==> src/design/two_digit_seven_segment_driver_assert.svh <==
// Assertion macros shared by the display driver modules.
`ifndef TWO_DIGIT_SEVEN_SEGMENT_DRIVER_ASSERT_SVH
`define TWO_DIGIT_SEVEN_SEGMENT_DRIVER_ASSERT_SVH

`ifndef SYNTH

// Clocked assertion that is switched off while reset is asserted.
`define TSD_ASSERT(lbl, clk, rst_n, prop) \
    lbl: assert property (@(posedge clk) disable iff (!rst_n) prop) \
        else $error("display driver assertion failed");

// Clocked assertion that also holds during reset.
`define TSD_ASSERT_ALWAYS(lbl, clk, prop) \
    lbl: assert property (@(posedge clk) prop) \
        else $error("display driver assertion failed");

`else

`define TSD_ASSERT(lbl, clk, rst_n, prop)
`define TSD_ASSERT_ALWAYS(lbl, clk, prop)

`endif

`endif

==> src/design/tsd_pkg.sv <==
// Types, codes, glyphs and the helper function of the two-digit display driver.
package tsd_pkg;

    // Item modes.
    localparam logic [2:0] MODE_TICK    = 3'd0;
    localparam logic [2:0] MODE_CURRENT = 3'd1;
    localparam logic [2:0] MODE_STATUS  = 3'd2;
    localparam logic [2:0] MODE_PAIRING = 3'd3;
    localparam logic [2:0] MODE_DECIMAL = 3'd4;
    localparam logic [2:0] MODE_RAW     = 3'd5;

    // System status codes.
    localparam logic [15:0] STATUS_STOP      = 16'd0;
    localparam logic [15:0] STATUS_HALT      = 16'd1;
    localparam logic [15:0] STATUS_GO        = 16'd2;
    localparam logic [15:0] STATUS_SHORT     = 16'd3;
    localparam logic [15:0] STATUS_TESTDRIVE = 16'd4;
    localparam logic [15:0] STATUS_RESET     = 16'd5;
    localparam logic [15:0] STATUS_OVERTEMP  = 16'd6;

    // Status and pairing glyphs, gfedcba with bit 7 as the point.
    localparam logic [7:0] GLYPH_S      = 8'b0110_1101;
    localparam logic [7:0] GLYPH_T_DOT  = 8'b1111_1000;
    localparam logic [7:0] GLYPH_BAR_L  = 8'b0000_0110;
    localparam logic [7:0] GLYPH_BAR_R  = 8'b0011_0000;
    localparam logic [7:0] GLYPH_H      = 8'b0111_0110;
    localparam logic [7:0] GLYPH_T      = 8'b0111_1000;
    localparam logic [7:0] GLYPH_D      = 8'b0101_1110;
    localparam logic [7:0] GLYPH_R      = 8'b0101_0000;
    localparam logic [7:0] GLYPH_E      = 8'b0111_1001;
    localparam logic [7:0] GLYPH_O      = 8'b0101_1100;
    localparam logic [7:0] GLYPH_A      = 8'b0111_0111;
    localparam logic [7:0] GLYPH_P      = 8'b0111_0011;

    localparam logic [7:0] POINT_BIT    = 8'h80;
    localparam logic [11:0] BLINK_PERIOD_RESET = 12'd600;

    // Digit enable bit positions.
    localparam int EN_LEFT  = 0;
    localparam int EN_RIGHT = 1;

    typedef struct packed {
        logic [2:0]         mode;
        logic signed [15:0] value;
        logic               dp;
        logic               pairing_on;
        logic               track_is_go;
        logic [7:0]         left_pattern;
        logic [7:0]         right_pattern;
    } item_t;

    function automatic logic [7:0] dec_glyph(input logic [3:0] digit);
        logic [7:0] g;
        unique case (digit)
            4'd0:    g = 8'h3F;
            4'd1:    g = 8'h06;
            4'd2:    g = 8'h5B;
            4'd3:    g = 8'h4F;
            4'd4:    g = 8'h66;
            4'd5:    g = 8'h6D;
            4'd6:    g = 8'h7D;
            4'd7:    g = 8'h07;
            4'd8:    g = 8'h7F;
            4'd9:    g = 8'h6F;
            default: g = 8'h00;
        endcase
        return g;
    endfunction

endpackage

==> src/design/tsd_decimal.sv <==
// Clamps a signed number to 0..99 and forms the two digit glyph bytes.
module tsd_decimal (
    input  logic signed [15:0] value,
    input  logic               point,
    output logic [7:0]         left_byte,
    output logic [7:0]         right_byte
);

    logic [6:0]  clamped;
    logic [14:0] scaled;
    logic [3:0]  tens;
    logic [6:0]  tens_x10;
    logic [6:0]  ones_wide;
    logic [3:0]  ones;

    always_comb begin
        if (value < 16'sd0) begin
            clamped = 7'd0;
        end else if (value > 16'sd99) begin
            clamped = 7'd99;
        end else begin
            clamped = value[6:0];
        end
    end

    // 205/2048 approximates 1/10 exactly enough for values below 180.
    assign scaled    = 15'(clamped) * 15'd205;
    assign tens      = scaled[14:11];
    assign tens_x10  = 7'(tens) * 7'd10;
    assign ones_wide = clamped - tens_x10;
    assign ones      = ones_wide[3:0];

    always_comb begin
        if (tens == 4'd0 && !point) begin
            left_byte = 8'h00;
        end else begin
            left_byte = tsd_pkg::dec_glyph(tens) | (point ? tsd_pkg::POINT_BIT : 8'h00);
        end
    end

    assign right_byte = tsd_pkg::dec_glyph(ones);

endmodule

==> src/design/tsd_core.sv <==
// Display state, tick multiplexer and blink logic; its state is the result payload.
`include "two_digit_seven_segment_driver_assert.svh"

module tsd_core (
    input  logic                aclk,
    input  logic                aresetn,
    input  logic                advance,
    input  tsd_pkg::item_t      item,
    input  logic                cfg_wr_en,
    input  logic [11:0]         cfg_wr_data,
    output logic [7:0]          segment_lines,
    output logic                left_enable,
    output logic                right_enable
);

    logic [11:0] blink_period_reg;
    logic [2:0]  mux_count_reg,   mux_count_next;
    logic [11:0] blink_phase_reg, blink_phase_next;
    logic        blinking_reg,    blinking_next;
    logic        show_value_reg,  show_value_next;
    logic [7:0]  left_byte_reg,   left_byte_next;
    logic [7:0]  right_byte_reg,  right_byte_next;
    logic [7:0]  line_hold_reg,   line_hold_next;
    logic [1:0]  enables_reg,     enables_next;

    logic [7:0]  dec_left;
    logic [7:0]  dec_right;
    logic        dec_point;
    logic        blank;
    logic [12:0] phase_inc;

    assign dec_point = (item.mode == tsd_pkg::MODE_CURRENT) ? 1'b1 : item.dp;

    tsd_decimal u_decimal (
        .value      (item.value),
        .point      (dec_point),
        .left_byte  (dec_left),
        .right_byte (dec_right)
    );

    assign blank     = blinking_reg && (blink_phase_reg < {1'b0, blink_period_reg[11:1]});
    assign phase_inc = {1'b0, blink_phase_reg} + 13'd1;

    always_comb begin
        mux_count_next   = mux_count_reg;
        blink_phase_next = blink_phase_reg;
        blinking_next    = blinking_reg;
        show_value_next  = show_value_reg;
        left_byte_next   = left_byte_reg;
        right_byte_next  = right_byte_reg;
        line_hold_next   = line_hold_reg;
        enables_next     = enables_reg;

        unique case (item.mode)
            tsd_pkg::MODE_TICK: begin
                if (blank || mux_count_reg == 3'd0 || mux_count_reg == 3'd4) begin
                    enables_next = 2'b00;
                end else if (!mux_count_reg[2]) begin
                    line_hold_next = left_byte_reg;
                    enables_next   = 2'b01;
                end else begin
                    line_hold_next = right_byte_reg;
                    enables_next   = 2'b10;
                end
                mux_count_next = mux_count_reg + 3'd1;
                if (phase_inc >= {1'b0, blink_period_reg}) begin
                    blink_phase_next = 12'd0;
                end else begin
                    blink_phase_next = phase_inc[11:0];
                end
            end
            tsd_pkg::MODE_CURRENT: begin
                if (show_value_reg) begin
                    left_byte_next  = dec_left;
                    right_byte_next = dec_right;
                end
            end
            tsd_pkg::MODE_STATUS: begin
                show_value_next = 1'b0;
                priority if (item.value == tsd_pkg::STATUS_STOP) begin
                    left_byte_next  = tsd_pkg::GLYPH_S;
                    right_byte_next = tsd_pkg::GLYPH_T_DOT;
                end else if (item.value == tsd_pkg::STATUS_HALT) begin
                    left_byte_next  = tsd_pkg::GLYPH_BAR_L;
                    right_byte_next = tsd_pkg::GLYPH_BAR_R;
                end else if (item.value == tsd_pkg::STATUS_GO) begin
                    show_value_next = 1'b1;
                end else if (item.value == tsd_pkg::STATUS_SHORT) begin
                    left_byte_next  = tsd_pkg::GLYPH_S;
                    right_byte_next = tsd_pkg::GLYPH_H;
                end else if (item.value == tsd_pkg::STATUS_TESTDRIVE) begin
                    left_byte_next  = tsd_pkg::GLYPH_T;
                    right_byte_next = tsd_pkg::GLYPH_D;
                end else if (item.value == tsd_pkg::STATUS_RESET) begin
                    left_byte_next  = tsd_pkg::GLYPH_R;
                    right_byte_next = tsd_pkg::GLYPH_E;
                end else if (item.value == tsd_pkg::STATUS_OVERTEMP) begin
                    left_byte_next  = tsd_pkg::GLYPH_O;
                    right_byte_next = tsd_pkg::GLYPH_T;
                end else begin
                    show_value_next = 1'b0;
                end
            end
            tsd_pkg::MODE_PAIRING: begin
                if (item.pairing_on) begin
                    show_value_next = 1'b0;
                    blinking_next   = 1'b1;
                    left_byte_next  = tsd_pkg::GLYPH_P;
                    right_byte_next = tsd_pkg::GLYPH_A;
                end else begin
                    show_value_next = item.track_is_go;
                    blinking_next   = 1'b0;
                end
            end
            tsd_pkg::MODE_DECIMAL: begin
                left_byte_next  = dec_left;
                right_byte_next = dec_right;
            end
            tsd_pkg::MODE_RAW: begin
                left_byte_next  = item.left_pattern;
                right_byte_next = item.right_pattern;
            end
            default: begin
            end
        endcase
    end

    always_ff @(posedge aclk) begin
        if (!aresetn) begin
            blink_period_reg <= tsd_pkg::BLINK_PERIOD_RESET;
        end else if (cfg_wr_en) begin
            blink_period_reg <= cfg_wr_data;
        end
    end

    always_ff @(posedge aclk) begin
        if (!aresetn) begin
            mux_count_reg   <= 3'd0;
            blink_phase_reg <= 12'd0;
            blinking_reg    <= 1'b0;
            show_value_reg  <= 1'b0;
            left_byte_reg   <= 8'h00;
            right_byte_reg  <= 8'h00;
            line_hold_reg   <= 8'h00;
            enables_reg     <= 2'b00;
        end else if (advance) begin
            mux_count_reg   <= mux_count_next;
            blink_phase_reg <= blink_phase_next;
            blinking_reg    <= blinking_next;
            show_value_reg  <= show_value_next;
            left_byte_reg   <= left_byte_next;
            right_byte_reg  <= right_byte_next;
            line_hold_reg   <= line_hold_next;
            enables_reg     <= enables_next;
        end
    end

    assign segment_lines = line_hold_reg;
    assign left_enable   = enables_reg[tsd_pkg::EN_LEFT];
    assign right_enable  = enables_reg[tsd_pkg::EN_RIGHT];

    `TSD_ASSERT(a_off_slot_dark, aclk, aresetn,
        (advance && item.mode == tsd_pkg::MODE_TICK && mux_count_reg[1:0] == 2'd0)
        |=> (enables_reg == 2'b00))
    `TSD_ASSERT(a_blank_dark, aclk, aresetn,
        (advance && item.mode == tsd_pkg::MODE_TICK && blank) |=> (enables_reg == 2'b00))
    `TSD_ASSERT(a_non_tick_holds, aclk, aresetn,
        (advance && item.mode != tsd_pkg::MODE_TICK)
        |=> ($stable(line_hold_reg) && $stable(enables_reg) && $stable(mux_count_reg)))
    `TSD_ASSERT(a_idle_holds, aclk, aresetn,
        !advance |=> ($stable(line_hold_reg) && $stable(enables_reg)))

endmodule

==> src/design/two_digit_seven_segment_driver.sv <==
// Top level of the two-digit multiplexed seven-segment display driver.
//
// Each input transfer carries one command (a mux tick, a value, a status, the pairing
// indication, a decimal or a raw write) and produces exactly one output transfer that
// reports the segment lines and the two digit enables after that command. The block
// takes one transfer every clock cycle while the downstream side takes every result.
// An accepted command lands in the input register, and the single-pass state update
// then moves it into the display state, which is the output register, as soon as the
// result slot is free. m_ready reaches s_ready combinationally, so a full pipeline keeps
// moving whenever the downstream side takes a result. The blink period register may be
// written at any time the driver is idle; it takes effect on the next tick.

`include "two_digit_seven_segment_driver_assert.svh"

module two_digit_seven_segment_driver (
    input  logic               aclk,
    input  logic               aresetn,

    input  logic               s_valid,
    output logic               s_ready,
    input  logic [2:0]         s_mode,
    input  logic signed [15:0] s_value,
    input  logic               s_dp,
    input  logic               s_pairing_on,
    input  logic               s_track_is_go,
    input  logic [7:0]         s_left_pattern,
    input  logic [7:0]         s_right_pattern,

    output logic               m_valid,
    input  logic               m_ready,
    output logic [7:0]         m_segment_lines,
    output logic               m_left_enable,
    output logic               m_right_enable,

    input  logic               cfg_wr_en,
    input  logic [11:0]        cfg_wr_data
);

    // Input register: one command waiting for the state update.
    logic           in_vld_reg;
    tsd_pkg::item_t item_reg;

    // Result valid; the payload is the display state held inside the core.
    logic           m_valid_reg;

    logic           advance;
    logic           s_fire;

    // The held command moves into the state when the result slot is free or is being
    // emptied in this same cycle.
    assign advance = in_vld_reg && (!m_valid_reg || m_ready);
    assign s_ready = !in_vld_reg || advance;
    assign s_fire  = s_valid && s_ready;

    always_ff @(posedge aclk) begin
        if (!aresetn) begin
            in_vld_reg <= 1'b0;
        end else if (s_fire) begin
            in_vld_reg <= 1'b1;
        end else if (advance) begin
            in_vld_reg <= 1'b0;
        end
    end

    // Payload needs no reset; it is qualified by in_vld_reg.
    always_ff @(posedge aclk) begin
        if (s_fire) begin
            item_reg.mode          <= s_mode;
            item_reg.value         <= s_value;
            item_reg.dp            <= s_dp;
            item_reg.pairing_on    <= s_pairing_on;
            item_reg.track_is_go   <= s_track_is_go;
            item_reg.left_pattern  <= s_left_pattern;
            item_reg.right_pattern <= s_right_pattern;
        end
    end

    always_ff @(posedge aclk) begin
        if (!aresetn) begin
            m_valid_reg <= 1'b0;
        end else if (advance) begin
            m_valid_reg <= 1'b1;
        end else if (m_ready) begin
            m_valid_reg <= 1'b0;
        end
    end

    assign m_valid = m_valid_reg;

    // The display state only changes on advance, so a stalled result stays put.
    tsd_core u_core (
        .aclk          (aclk),
        .aresetn       (aresetn),
        .advance       (advance),
        .item          (item_reg),
        .cfg_wr_en     (cfg_wr_en),
        .cfg_wr_data   (cfg_wr_data),
        .segment_lines (m_segment_lines),
        .left_enable   (m_left_enable),
        .right_enable  (m_right_enable)
    );

    // Every state update must leave a result for the downstream side.
    `TSD_ASSERT(a_advance_gives_result, aclk, aresetn, advance |=> m_valid_reg)
    // A command never overruns the held one before it has moved on.
    `TSD_ASSERT(a_no_overrun, aclk, aresetn, (in_vld_reg && !advance) |-> !s_ready)
    // A stalled result is never replaced by a new state update.
    `TSD_ASSERT(a_no_result_overwrite, aclk, aresetn,
        (m_valid_reg && !m_ready) |-> !advance)

endmodule

==> config.mk <==
export PLATFORM = sky130hd
export DESIGN_NAME = two_digit_seven_segment_driver
export DESIGN_NICKNAME = d
export VERILOG_FILES = /design/src/design/tsd_pkg.sv /design/src/design/tsd_decimal.sv /design/src/design/tsd_core.sv /design/src/design/two_digit_seven_segment_driver.sv
export VERILOG_INCLUDE_DIRS = /design/src /design/src/design
export SDC_FILE = /design/constraint.sdc
export NUM_CORES = 1
export LEC_CHECK = 0
export BUFFER_PORTS_ARGS = -buffer_cell sky130_fd_sc_hd__buf_2
export CAP_MARGIN = 20
export CORE_UTILIZATION = 34
export CTS_CLUSTER_DIAMETER = 200
export DETAILED_ROUTE_END_ITERATION = 7
export PLACE_DENSITY = 0.51
export SLEW_MARGIN = 40
export SYNTH_ARGS = -nofsm -noshare
export SYNTH_HDL_FRONTEND = slang
export SYNTH_SLANG_ARGS = --single-unit
==> constraint.sdc <==
create_clock -name aclk -period 5.8 [get_ports aclk]
set_input_delay 1.16 -clock aclk [delete_from_list [all_inputs] [get_ports aclk]]
set_output_delay 1.16 -clock aclk [all_outputs]
set_load 0.005 [all_outputs]
==> run_results.csv <==
group,metric,value,unit
status,status,"finished, violations left",
status,failed_checks,"negative setup slack",
critical_path,end_kind,"register",
sta,hold_viol,0,
pwr,p_leak,3.19,nW
worst_hold_path,min_path_type,"reg2reg",
critical_path,cpPeakStageDelay,0.54,ns
sta,rsz0062_at_grt,"yes",
logic_synthesis,yosysWarningCount,0,
detailed_routing,drtIter0Drc,286,
logic_synthesis,syn_nets,718,
cts,cts_max_level,3,
sta,setup_viol,4,
placement,io_buffers,66,
logic_synthesis,ys_seq_elements,95,
logic_synthesis,synth_cell_types,78,
cells_and_area,final_cell_mix,"buf_2 (66), ha_1 (57), dfxtp_1 (57)",
critical_path,required,6.04,ns
floorplanning,die_h,134,um
worst_hold_path,hold_depth,2,
detailed_routing,via_count,4687,
critical_path,path_class,"reg2reg",
critical_path,critPathMaxFanout,4,
critical_path,crit_slowest_cell,"fa_1",
global_routing,overflow,0,
cells_and_area,syn_to_final_growth,23.9,%
cells_and_area,fin_area,7300,um2
floorplanning,dieArea,17900,um2
critical_path,r2r_cells,24,
critical_path,critical_path.top_delay_family,"adder cells",
detailed_routing,drc,0,
critical_path,start_kind,"register",
cells_and_area,n_antenna_cell,0,
global_routing,grt_pass1_vias,4777,
logic_synthesis,synth_area,5890,um2
cells_and_area,layout_commonest_cell,"buf_2",
cells_and_area,nets,816,
global_routing,antenna_found_initial,0,
cts,clk_pin_slew,0.08,ns
cells_and_area,drive_above_1_share,0.260,
sta,min_period,5.86,ns
global_routing,grt_first_pass_wirelength,24.4,mm
pwr,ir_drop,0.141,mV
floorplanning,rows,47,
cts,cts_buffer_depth,2,
sta,maxSlewViolCount,0,
floorplanning,coreArea,16800,um2
floorplanning,die_x,134,um
sta,fmax,171,MHz
detailed_routing,drt-total-wl,14.8,mm
worst_hold_path,hold_end,"u_core.enables_reg[0]",
detailed_routing,ant_nets,0,
logic_synthesis,synth_edf_count,38,
logic_synthesis,netlist_instances,588,
critical_path,crit_buf_inv,3,
cells_and_area,largest_reg_flops,38,
sta,slew_headroom,0.472,
placement,place_congestion,0.857,
logic_synthesis,synth-async-reset-ratio,0,
critical_path,regToRegStartpoint,"item_reg[32]",
cts,cts_root_buffer,"clkbuf_16",
sta,worst_slew_pin_slew,0.788,ns
critical_path,arrival,6.10,ns
global_routing,grt_max_degree,39,
cts,clock_sinks,95,
sta,worst_slack,-0.0620,ns
sta,clock_skew,0.0116,ns
sta,fin_crit_sh,1.01,
cts,clock_latency,0.36,ns
detailed_routing,avgViaCountPerCell,5.14,
detailed_routing,dr.pass1.iters,5,
detailed_routing,wl_per_cell,16.2,um
global_routing,track_usage,0.175,
logic_synthesis,synth_seq_area_share,0.388,
placement,placed_area,6800,um2
floorplanning,ioPinCount,67,
worst_hold_path,min_from,"u_core.enables_reg[0]",
floorplanning,start_util,0.351,
sta,hold-worst-slack,0.470,ns
job,cap_violations,0,
placement,place_hpwl,11.5,mm
pwr,power_density,224,nW/um2
cts,cts_buffers,9,
critical_path,r2r_end,"u_core.right_byte_reg[0]",
logic_synthesis,postSynthAreaPerCell,10.0,um2
critical_path,path_cells,"nor4_4 -> and3_4 -> o21ai_4 -> nor2_4 -> ha_4 -> inv_2 -> fa_1 -> inv_2 -> ha_4 -> fa_2 -> ha_4 -> a21oi_4 -> nor3b_4 -> a21bo_4 -> a41o_1 -> a211oi_4 -> inv_2 -> fa_2 -> xnor2_2 -> xnor3_2 -> xnor2_4 -> o311ai_1 -> a21oi_1 -> a2111oi_1",
cts,tritoncts,"built",
logic_synthesis,synth_flop_cell,"dfxtp_1",
critical_path,rrSetupSlack,-0.06,ns
[metal layers]
layer  GRT usage  part of all wire  vias to the layer above
li1            -                 -                     2367
met1       0.253              0.50                     2199
met2       0.267              0.44                      102
met3      0.0244             0.037                       19
met4      0.0619             0.020                        0
met5           0                 0                        -
[area by class of cell]
class / count / area, um2
Clock buffer: 9 / 225
Fill cell: 1626 / 9460
Timing Repair Buffer: 109 / 657
Tap cell: 220 / 275
Multi-Input combinational cell: 428 / 3620
Sequential cell: 95 / 2280
Clock inverter: 7 / 70.1
Inverter: 43 / 163
[logic make-up after synthesis]
| family | count (synthesis) | synth area share |
|---|---|---|
| AND/OR/NAND/NOR | 147 | 0.123 |
| AO/OA/AOI/OAI | 166 | 0.203 |
| multiplexers | 18 | 0.0314 |
| adder cells (fa/ha/maj) | 75 | 0.171 |
| buffers and inverters | 65 | 0.0446 |
| flip-flops | 95 | 0.388 |
| XOR/XNOR | 22 | 0.0397 |
[stage by stage]
step / total power, mW / utilization / instances / setup slack, ns / setup TNS (ns)
6_report: 1.64 / 0.435 / 911 / -0.0620 / -0.145
5_1_grt: 1.72 / 0.435 / 911 / -0.330 / -1.85
4_1_cts: 1.65 / 0.432 / 908 / -0.0991 / -0.252
3_5_place_dp: 1.02 / 0.406 / 888 / -0.303 / -1.72
3_3_place_gp: 1.02 / 0.405 / 888 / -0.160 / -0.744
2_1_floorplan: 0.929 / - / 588 / -0.164 / -0.254
[power by group]
group	internal (mW)	switching (mW)	leakage (nW)
sequential	0.724	0.0190	0.835
clock	0.320	0.284	0.145
combinational	0.135	0.155	2.21
total	1.18	0.459	3.19
[how the worst max path moves through the flow]
stage / startpoint / endpoint / cells after the start
after global placement: item_reg[29] / u_core.right_byte_reg[3] / 26
final: item_reg[32] / u_core.right_byte_reg[0] / 24
after detailed placement: item_reg[29] / u_core.right_byte_reg[0] / 24
after floorplan: item_reg[29] / u_core.right_byte_reg[4] / 25
after CTS: item_reg[32] / u_core.right_byte_reg[0] / 25
after global routing: item_reg[32] / u_core.right_byte_reg[0] / 24
[cell usage after synthesis (all sizes together) (3+ instances only)]
master | number | area share
o22ai | 5 | 0.0064
o21ai | 23 | 0.020
fa | 9 | 0.031
ha | 66 | 0.14
nor3 | 5 | 0.0051
a41oi | 3 | 0.0045
o21a | 3 | 0.0038
a221oi | 3 | 0.0045
a31oi | 8 | 0.012
mux2i | 17 | 0.029
nor2b | 4 | 0.0042
nor4 | 5 | 0.0064
a21o | 19 | 0.024
buf | 5 | 0.0062
nand2 | 42 | 0.027
clkbuf | 17 | 0.011
nand3b | 3 | 0.0038
a22o | 7 | 0.010
nor3b | 5 | 0.0072
nand2b | 9 | 0.0096
nand3 | 14 | 0.012
or2 | 3 | 0.0032
inv | 41 | 0.026
edfxtp | 38 | 0.19
o21bai | 4 | 0.0051
nor2 | 43 | 0.027
a211oi | 7 | 0.012
and3 | 7 | 0.0074
xnor2 | 13 | 0.024
xor2 | 8 | 0.012
a221o | 3 | 0.0051
dfxtp | 57 | 0.19
a311oi | 9 | 0.013
a2111oi | 3 | 0.0057
o211ai | 8 | 0.011
a21oi | 42 | 0.036
[worst min-delay path, cell delays in order, from the launching register on]
cell and delay, ns:
dfxtp_1 0.31, nand3_1 0.06, o31ai_1 0.06
[what timing repair did]
| item | 4_1_cts | 5_1_grt |
|---|---|---|
| endpoints found under the setup margin | 7 | 7 |
| pin swaps | 8 | 8 |
| hold buffers | 0 | 0 |
| resized for setup | 15 | 7 |
| buffers inserted | 4 | 3 |
Power figures use the tool's default switching activity.
